<file path="config.mk">
export PLATFORM = sky130hd
export DESIGN_NAME = sab_ram
export DESIGN_NICKNAME = d
export VERILOG_FILES = /design/src/sab_ram.sv
export SDC_FILE = /design/constraint.sdc
export NUM_CORES = 1
export LEC_CHECK = 0
export BUFFER_PORTS_ARGS = -buffer_cell sky130_fd_sc_hd__buf_2
export CAP_MARGIN = 20
export CORE_ASPECT_RATIO = 0.8
export CORE_MARGIN = 8
export CORE_UTILIZATION = 63
export CTS_BUF_LIST = sky130_fd_sc_hd__clkbuf_4
export CTS_CLUSTER_SIZE = 20
export DETAILED_ROUTE_END_ITERATION = 16
export PLACE_DENSITY = 0.78
export SLEW_MARGIN = 0
export SYNTH_ARGS = -nofsm -noshare
export SYNTH_HDL_FRONTEND = slang
export SYNTH_SLANG_ARGS = --single-unit
</file>
<file path="constraint.sdc">
create_clock -name i_clk -period 3 [get_ports i_clk]
set_clock_uncertainty 0.2 [all_clocks]
set_input_delay 0.9 -clock i_clk [delete_from_list [all_inputs] [get_ports i_clk]]
set_output_delay 0.9 -clock i_clk [all_outputs]
set_load 0.005 [all_outputs]
</file>
<file path="src/sab_ram.sv">
// Generic simple dual-port RAM: one write port, one registered read port.
// Write-first on a same-address collision. No dependencies.
module sab_ram #(
    parameter int WIDTH = 8,
    parameter int DEPTH = 16
) (
    input  logic                     i_clk,
    input  logic                     i_we,
    input  logic [$clog2(DEPTH)-1:0] i_waddr,
    input  logic [WIDTH-1:0]         i_wdata,
    input  logic [$clog2(DEPTH)-1:0] i_raddr,
    output logic [WIDTH-1:0]         o_rdata
);

    logic [WIDTH-1:0] r_mem [DEPTH];
    logic [WIDTH-1:0] r_rdata;

    // write port
    always_ff @(posedge i_clk) begin
        if (i_we) begin
            r_mem[i_waddr] <= i_wdata;
        end
    end

    // registered read, forwarding a write to the same entry
    always_ff @(posedge i_clk) begin
        if (i_we && (i_waddr == i_raddr)) begin
            r_rdata <= i_wdata;
        end else begin
            r_rdata <= r_mem[i_raddr];
        end
    end

    assign o_rdata = r_rdata;

endmodule

</file>
==> flow_summary.json, run 1 <==
{
  "achievable-frequency_mhz": 310,
  "p_per_area_mw_per_mm2": 597,
  "peak_supply_drop_mv": 0.497,
  "power_switching_share_pct": 21.6,
  "largest-register": "r_mem",
  "hold_viol": 0,
  "drt_drc_violations_left": 0,
  "grt_setup_unrepaired": "true",
  "utilization_pct": 74.7,
  "via_count": 2448,
  "dieHeight_um": 96.2,
  "internal_power_mw": 2.75,
  "cap_viol_max_count": 0,
  "mean_routed_wirelength_per_cell_um": 24.1,
  "final_cells": 407,
  "core_area_mm2": 0.00787,
  "fin_crit_ns": 3.23,
  "cts_max_level": 4,
  "initial_core_utilization_pct": 64.4,
  "tritoncts.num_buffers": 17,
  "cts_tree": "built",
  "detail_route.iter0.violations": 154,
  "cts.path.max_buffers": 2,
  "gr-usage-all-layers_pct": 19.5,
  "yosysTopAreaCellShare_pct": 75.9,
  "synth.area.top_cells": "edfxtp_1 (76%), mux4_2 (8.0%), mux4_1 (7.3%)",
  "top_level_ports": 26,
  "holdBufCountCts": 0,
  "routabilityCongestion": 0.777,
  "setup.worst_path.end": "o_rdata[2]",
  "cts.root.buffer_cell": "clkbuf_4",
  "number_of_instances_in_the_synthesized_netlist": 225,
  "worst_setup_path_end_kind": "primary output",
  "startpoint_kind_of_the_worst_setup_timing_path": "flip-flop",
  "yosys_warnings": 0,
  "synth.cell_area_mm2": 0.00507,
  "timing.max_slew.rel_slack_pct": 59.8,
  "setup_viol_count_final": 8,
  "ys_types": 19,
  "placed_cells": 369,
  "yosysSeqAreaShare_pct": 77.4,
  "placedInstanceArea_mm2": 0.00543,
  "post_route_cells_drive_above_1_share_pct": 43.1,
  "finished_cell_area_mm2": 0.00588,
  "io_buffer_count": 25,
  "largest_register_ff_count": 128,
  "postSynthAreaPerCell_um2": 22.5,
  "critPathKind": "reg2out",
  "status": "finished, violations left",
  "num-nets-final": 304,
  "timing_worst_slew_pin_value_ns": 0.602,
  "final_min_period_over_clock_period_pct": 108,
  "power.sequential.fraction_pct": 59.0,
  "fp.dieW_um": 116,
  "ys_seq_elements": 132,
  "leakagePower_nw": 1.95,
  "route.antenna.remaining_nets": 0,
  "grt_max_degree": 33,
  "hpwlAfterDp_mm": 5.86,
  "worst-endpoint-required_ns": 1.90,
  "grt_overflow": 0,
  "antenna_found_initial": 0,
  "hold_path_class": "in2reg",
  "synth.largest_area_cell": "edfxtp_1",
  "grt_pass1_wl_mm": 15.0,
  "slew_violations": 0,
  "area_growth_pct": 16.0,
  "antenna_cells_inserted": 0,
  "syn-num-nets": 243,
  "postLayoutSetupSlackWorst_ns": -0.229,
  "reg_top3": "r_mem: 128 flops",
  "peak_fanout_along_the_critical_path": 7,
  "drtPass1Iterations": 4,
  "failing_checks": "negative setup slack",
  "power.net_switching_uw": 758,
  "die-area_mm2": 0.0112,
  "routed_via_density": 6.01,
  "row_count": 29,
  "clock_sink_count": 132,
  "overall_routed_net_length_mm": 9.82,
  "clk_transition_reported_paths_ns": 0.10,
  "clock_power_share_pct": 34.3,
  "power.combinational.fraction_pct": 6.7,
  "arrival_ns": 2.13,
  "first_global_vias": 2599
}
## layer usage
metal	GRT usage, %	vias up	routed length [um]
met3	5.52	11	699
met1	24.8	1252	4070
met4	7.43	0	101
li1	-	1079	-
met2	31.8	106	4960
met5	0	-	0
## power by group through the flow
stage          logic (mW)  registers, mW  clock network, mW
6_report            0.234           2.07               1.20
5_1_grt             0.250           2.07               1.31
4_1_cts             0.229           2.07               1.22
3_5_place_dp        0.195           2.11                  0
3_3_place_gp        0.191           2.11                  0
2_1_floorplan       0.111           2.11                  0
## through the flow
stage	hold WS (ns)	setup slack (ns)	power, mW	setup TNS [ns]
finish	0.299	-0.229	3.51	-1.42
global route	0.249	-0.326	3.63	-2.29
CTS	0.259	-0.238	3.52	-1.78
detailed placement	0.805	0.272	2.31	0
global placement	0.802	0.284	2.30	0
floorplan	0.728	0.407	2.22	0
## how the worst min path moves through the flow
stage,startpoint,end,cells after the start
after CTS,i_raddr[3],flip-flop,1
after global placement,i_raddr[2],flip-flop,1
after global routing,i_raddr[3],flip-flop,1
final,i_raddr[3],flip-flop,1
after detailed placement,i_raddr[3],flip-flop,1
after floorplan,i_raddr[0],flip-flop,0
## placed cells by master (no fill, tap or decap), types with 4 or more instances in the layout
cell type,instances
edfxtp_1,128
mux4_2,30
buf_2,25
buf_4,20
clkbuf_4,18
a22oi_2,15
nor2_1,13
nand2_1,9
nor3_1,4
## kinds of logic after synthesis
logic type / after synthesis / synth area share, %
AOI/OAI and AO/OA: 16 / 2.37
DFF: 132 / 77.4
muxes: 32 / 15.3
and+or+nand+nor: 35 / 3.23
buffers and inverters: 10 / 1.70
## cell usage after synthesis
| master | number |
|---|---|
| edfxtp_1 | 128 |
| mux4_1 | 14 |
| buf_4 | 1 |
| a22oi_1 | 16 |
| and2_1 | 1 |
| nand2_1 | 9 |
| nand3_1 | 1 |
| mux4_2 | 18 |
| nor2b_1 | 1 |
| nand3b_1 | 2 |
| clkdlybuf4s25_2 | 3 |
| nand2b_1 | 2 |
| and2b_1 | 1 |
| buf_6 | 3 |
| nor3_1 | 4 |
| buf_2 | 3 |
| or3b_2 | 1 |
| nor2_1 | 13 |
| dfxtp_1 | 4 |
## critical path, cell delays in order, from the launching register on
cell and delay, ns:
dfxtp_4 0.40, buf_4 0.13, buf_12 0.13, mux4_1 0.56
a22oi_2 0.21, nand2_1 0.07, buf_2 0.13
## repair_timing
item                       4_1_cts  5_1_grt
resized for setup               23       10
pin swaps                       13        3
setup endpoints to repair        8        8
cloned                           3        0
buffers inserted                 2        1
hold endpoints to repair         0        0
## layout make-up
cell class	instances	area [um^2]
clock buffer	18	135
multi-input combinational	83	1090
clock inverter	14	161
sequential	132	3930
fill	452	1990
tap	108	135
timing repair buffer	52	433
No activity file was read; power rests on OpenSTA's default activity.
==> inputs of run 2 (changes only) <==
--- a/config.mk
+++ b/config.mk
@@ -6,14 +6,13 @@
 export NUM_CORES = 1
 export LEC_CHECK = 0
 export BUFFER_PORTS_ARGS = -buffer_cell sky130_fd_sc_hd__buf_2
-export CAP_MARGIN = 20
 export CORE_ASPECT_RATIO = 0.8
 export CORE_MARGIN = 8
-export CORE_UTILIZATION = 63
+export CORE_UTILIZATION = 68
 export CTS_BUF_LIST = sky130_fd_sc_hd__clkbuf_4
 export CTS_CLUSTER_SIZE = 20
 export DETAILED_ROUTE_END_ITERATION = 16
-export PLACE_DENSITY = 0.78
+export PLACE_DENSITY = 0.83
 export SLEW_MARGIN = 0
 export SYNTH_ARGS = -nofsm -noshare
 export SYNTH_HDL_FRONTEND = slang
==> constraint.sdc (replaced) <==
create_clock -name i_clk -period 3.81 [get_ports i_clk]
set_clock_uncertainty 0.2 [all_clocks]
set_input_delay 1.143 -clock i_clk [delete_from_list [all_inputs] [get_ports i_clk]]
set_output_delay 1.143 -clock i_clk [all_outputs]
set_load 0.005 [all_outputs]
==> run 2 against run 1 <==
Compared with the run above: the flow now finishes without violations; cell count down 7.6%; setup slack improved by 0.48 ns; first-iteration DRC count grew 55%; critical path depth down 1; die area shrank 6.3%; via count decreased by 3.7%; clock power is 13% lower; sequential cell count did not move; routed wire length shrank 7.5%; largest power group unchanged; highest routed layer unchanged.
==> flow_summary.json, run 2 (synthesis results as in run 1) <==
{
  "num-nets-final": 291,
  "gr-usage-all-layers_pct": 18.7,
  "placed_cells": 344,
  "startpoint_kind_of_the_worst_setup_timing_path": "flip-flop",
  "largest-register": "r_mem",
  "timing.critical_path.slowest_cell_delay_ns": 0.59,
  "worstHoldPathCells": 1,
  "worst_setup_path_end_kind": "primary output",
  "die-area_mm2": 0.0105,
  "holdBufCountCts": 0,
  "power.net_switching_uw": 600,
  "power_switching_share_pct": 21.3,
  "antenna_found_initial": 0,
  "grt_pass1_wl_mm": 13.9,
  "grt_overflow": 0,
  "p_per_area_mw_per_mm2": 497,
  "peak_fanout_along_the_critical_path": 32,
  "largest_register_ff_count": 128,
  "critPathKind": "reg2out",
  "timing.max_slew.rel_slack_pct": 45.2,
  "detail_route.iter0.violations": 238,
  "hpwlAfterDp_mm": 5.61,
  "cts_max_level": 4,
  "hold_path_startpoint": "i_raddr[2]",
  "post_route_cells_drive_above_1_share_pct": 31.1,
  "tritoncts.num_buffers": 17,
  "grt_max_degree": 33,
  "fin_crit_ns": 3.56,
  "cap_viol_max_count": 0,
  "cts.path.max_buffers": 2,
  "hold_viol": 0,
  "mean_routed_wirelength_per_cell_um": 24.2,
  "cts_setup_buffers": 0,
  "route.antenna.remaining_nets": 0,
  "via_count": 2358,
  "power.sequential.fraction_pct": 57.8,
  "fill_cells": 385,
  "top_level_ports": 26,
  "final_cells": 376,
  "arrival_ns": 2.21,
  "dieHeight_um": 93.2,
  "power.combinational.fraction_pct": 5.2,
  "row_count": 28,
  "reg_top3": "r_mem: 128 flops",
  "peak_supply_drop_mv": 0.306,
  "mostFrequentLayoutCell": "edfxtp_1",
  "cts_resized": 0,
  "grt_setup_unrepaired": "false",
  "status": "completed",
  "timing.critical_path.slowest_stage_cell": "mux4_1",
  "final_min_period_over_clock_period_pct": 93.3,
  "cts_tree": "built",
  "drtPass1Iterations": 4,
  "clk_transition_reported_paths_ns": 0.11,
  "cts.root.buffer_cell": "clkbuf_4",
  "clock_sink_count": 132,
  "timing_worst_slew_pin_value_ns": 0.819,
  "final_cell_mix": "edfxtp_1 (128), buf_2 (25), mux4_2 (18)",
  "leakagePower_nw": 1.92,
  "antenna_cells_inserted": 0,
  "routabilityCongestion": 0.734,
  "area_growth_pct": 11.9,
  "critical_path.cell_chain": "buf_12 > mux4_1 > a22oi_1 > nand2_1 > buf_2",
  "setup-tns-final_ns": 0,
  "drt_drc_violations_left": 0,
  "clock_power_share_pct": 36.9,
  "initial_core_utilization_pct": 69.2,
  "achievable-frequency_mhz": 281,
  "slew_violations": 0,
  "internal_power_mw": 2.21,
  "timing.hold.ws_ns": 0.545,
  "hold_path_class": "in2reg",
  "core_area_mm2": 0.00732,
  "setup_viol_count_final": 0,
  "first_global_vias": 2361,
  "routed_via_density": 6.27,
  "io_buffer_count": 25,
  "fp.dieW_um": 113,
  "worst-endpoint-required_ns": 2.47,
  "overall_routed_net_length_mm": 9.09
}
==> run 2: cell count changes in the layout (fill, tap and decap cells not counted), moves of 2 or more <==
cell	previous run	this run
buf_12	3	1
clkinvlp_4	3	0
inv_6	1	5
buf_4	20	13
a22oi_2	15	0
mux4_1	2	14
clkinv_2	3	1
buf_16	3	0
mux4_2	30	18
a22oi_1	1	16
==> run 2: through the flow <==
stage          area, um^2  util, %  total power, mW  setup slack (ns)
2_1_floorplan        5070        -             1.75             0.974
3_3_place_gp         5340     72.9             1.80             0.781
3_5_place_dp         5340     72.9             1.81             0.772
4_1_cts              5670     77.4             2.83             0.208
5_1_grt              5670     77.4             2.91             0.112
6_report             5670     77.4             2.81             0.253
==> run 2: area by class of cell <==
type	count	area, um^2	share of cell area, %
clock buffers	17	128	2.25
clock inverters	15	203	3.58
multi-input cells	83	1060	18.7
flip-flops and latches	132	3930	69.2
well taps	90	113	1.99
repair buffers	39	243	4.28
==> run 2: worst max-delay path, delay by kind of cell (launching register included) <==
| family | cells | cell delay, ns |
|---|---|---|
| buf+inv | 2 | 0.38 |
| flops | 1 | 0.36 |
| simple gates | 1 | 0.08 |
| compound gates | 1 | 0.30 |
| mux | 1 | 0.59 |
==> run 2: how the worst max path moves through the flow <==
stage | from | endpoint | cells past startpoint
final | flip-flop | o_rdata[3] | 5
after global placement | flip-flop | o_rdata[3] | 5
after global routing | flip-flop | o_rdata[2] | 5
after floorplan | i_waddr[2] | r_mem[0][0]$_DFFE_PP_ | 2
after detailed placement | flip-flop | o_rdata[3] | 5
after CTS | flip-flop | o_rdata[3] | 5
==> run 2: power groups by stage <==
| stage | Combinational (mW) | Clock, mW | Sequential (mW) |
|---|---|---|---|
| 5_1_grt | 0.161 | 1.12 | 1.63 |
| 4_1_cts | 0.150 | 1.06 | 1.63 |
| 3_5_place_dp | 0.148 | 0 | 1.66 |
| 3_3_place_gp | 0.145 | 0 | 1.66 |
| 2_1_floorplan | 0.0874 | 0 | 1.66 |
| 6_report | 0.147 | 1.04 | 1.63 |
==> run 2: metal layers <==
layer	vias up	GRT usage (%)	share of wire, %
met1	1192	25.8	43
met4	0	7.17	1.0
met2	99	28.8	49
met5	-	0	0
met3	9	4.57	7.0
li1	1058	-	-
==> inputs of run 3 (changes only) <==
--- a/config.mk
+++ b/config.mk
@@ -6,13 +6,14 @@
 export NUM_CORES = 1
 export LEC_CHECK = 0
 export BUFFER_PORTS_ARGS = -buffer_cell sky130_fd_sc_hd__buf_2
+export CAP_MARGIN = 20
 export CORE_ASPECT_RATIO = 0.8
 export CORE_MARGIN = 8
-export CORE_UTILIZATION = 68
+export CORE_UTILIZATION = 65
 export CTS_BUF_LIST = sky130_fd_sc_hd__clkbuf_4
 export CTS_CLUSTER_SIZE = 20
 export DETAILED_ROUTE_END_ITERATION = 16
-export PLACE_DENSITY = 0.83
+export PLACE_DENSITY = 0.8
 export SLEW_MARGIN = 0
 export SYNTH_ARGS = -nofsm -noshare
 export SYNTH_HDL_FRONTEND = slang
==> run 3 against run 2 <==
Compared with the run above: largest power group unchanged; die area is 3.9% higher; largest cell class unchanged; highest routed layer unchanged; clock power fell by 17%; global-route usage fell by 0.17 points; worst hold slack got worse by 0.0078 ns.
==> flow_summary.json, run 3 (synthesis results as in run 1) <==
{
  "status": "completed",
  "post_route_cells_drive_above_1_share_pct": 30.5,
  "worstHoldPathCells": 1,
  "initial_core_utilization_pct": 67.9,
  "finished_cell_area_mm2": 0.00562,
  "fp.dieW_um": 115,
  "achievable-frequency_mhz": 282,
  "tritoncts.num_buffers": 17,
  "hold_viol": 0,
  "p_per_area_mw_per_mm2": 469,
  "holdBufCountCts": 0,
  "drt_drc_violations_left": 0,
  "top_level_ports": 26,
  "setup_viol_count_final": 0,
  "grt_pass1_wl_mm": 13.9,
  "timing_worst_slew_pin_value_ns": 0.916,
  "timing.max_slew.rel_slack_pct": 38.7,
  "cts.root.buffer_cell": "clkbuf_4",
  "cts_tree": "built",
  "drtPass1Iterations": 4,
  "peak_supply_drop_mv": 0.413,
  "slew_violations": 0,
  "via_count": 2371,
  "final_cell_mix": "edfxtp_1 (128), buf_2 (25), mux4_2 (18)",
  "placed_cells": 358,
  "antenna_found_initial": 0,
  "area_growth_pct": 10.9,
  "hpwlAfterDp_mm": 5.64,
  "cts_max_level": 4,
  "mean_routed_wirelength_per_cell_um": 23.1,
  "report.power.total_mw": 2.64,
  "grt_overflow": 0,
  "critPathKind": "reg2out",
  "die-area_mm2": 0.0109,
  "row_count": 28,
  "overall_routed_net_length_mm": 9.00,
  "dieHeight_um": 95.0,
  "worst_setup_path_end_kind": "primary output",
  "cap_viol_max_count": 0,
  "final_min_period_over_clock_period_pct": 93.0,
  "routed_via_density": 6.08,
  "placedInstanceArea_mm2": 0.00535,
  "peak_fanout_along_the_critical_path": 32,
  "largest-register": "r_mem",
  "leakagePower_nw": 1.87,
  "clock_sink_count": 132,
  "core_area_mm2": 0.00746,
  "first_global_vias": 2408,
  "hold_path_startpoint": "i_raddr[2]",
  "grt_setup_unrepaired": "false",
  "route.antenna.remaining_nets": 0,
  "fin_crit_ns": 3.54,
  "worst-endpoint-required_ns": 2.47,
  "routabilityCongestion": 0.738,
  "grt_max_degree": 33,
  "antenna_cells_inserted": 0,
  "num-nets-final": 290,
  "largest_register_ff_count": 128,
  "startpoint_kind_of_the_worst_setup_timing_path": "flip-flop",
  "arrival_ns": 2.20,
  "cts.path.max_buffers": 2,
  "gr-usage-all-layers_pct": 18.5,
  "reg_top3": "r_mem: 128 flops",
  "detail_route.iter0.violations": 182,
  "hold_path_class": "in2reg",
  "final_cells": 390,
  "clk_transition_reported_paths_ns": 0.10,
  "io_buffer_count": 25,
  "mostFrequentLayoutCell": "edfxtp_1",
  "cts_resized": 0,
  "cts_setup_buffers": 0,
  "setup-tns-final_ns": 0
}
[run 3: how the worst max path moves through the flow]
stage | slack, ns | cells past startpoint | to | startpoint
finish | 0.27 | 5 | o_rdata[1] | flip-flop
global placement | 0.80 | 5 | o_rdata[3] | flip-flop
detailed placement | 0.76 | 5 | o_rdata[1] | flip-flop
CTS | 0.19 | 5 | o_rdata[1] | flip-flop
global route | 0.11 | 5 | o_rdata[1] | flip-flop
floorplan | 0.97 | 2 | r_mem[0][0]$_DFFE_PP_ | i_waddr[2]
[run 3: per-stage QoR]
stage               util [%]  setup slack, ns  hold WS, ns
CTS                     75.3            0.185        0.494
finish                  75.3            0.266        0.537
floorplan                  -            0.974        0.971
global placement        71.7            0.802         1.05
detailed placement      71.7            0.765         1.05
global route            75.3            0.113        0.463
[run 3: area by class of cell]
type,count,area [um^2]
sequential,132,3930
fill,426,1840
multi-input combinational,83,1060
timing repair buffer,38,235
clock inverter,15,141
tap,105,131
clock buffer,17,128
[run 3: where the power goes]
group | internal [mW] | switching (mW)
combinational | 0.0640 | 0.0832
sequential | 1.62 | 0.00731
clock | 0.379 | 0.484
total | 2.06 | 0.574
[run 3: routing by layer]
layer | track usage [%] | wire (um) | vias up
met5 | 0 | 0 | -
met4 | 9.49 | 108 | 0
met3 | 5.99 | 556 | 15
met2 | 27.6 | 4430 | 72
met1 | 24.4 | 3900 | 1222
li1 | - | - | 1062
[run 3: critical path, stage by stage (launching register included)]
cell	delay (ns)
dfxtp_2	0.35
buf_12	0.25
mux4_1	0.58
a22oi_1	0.26
nand2_1	0.10
buf_2	0.14
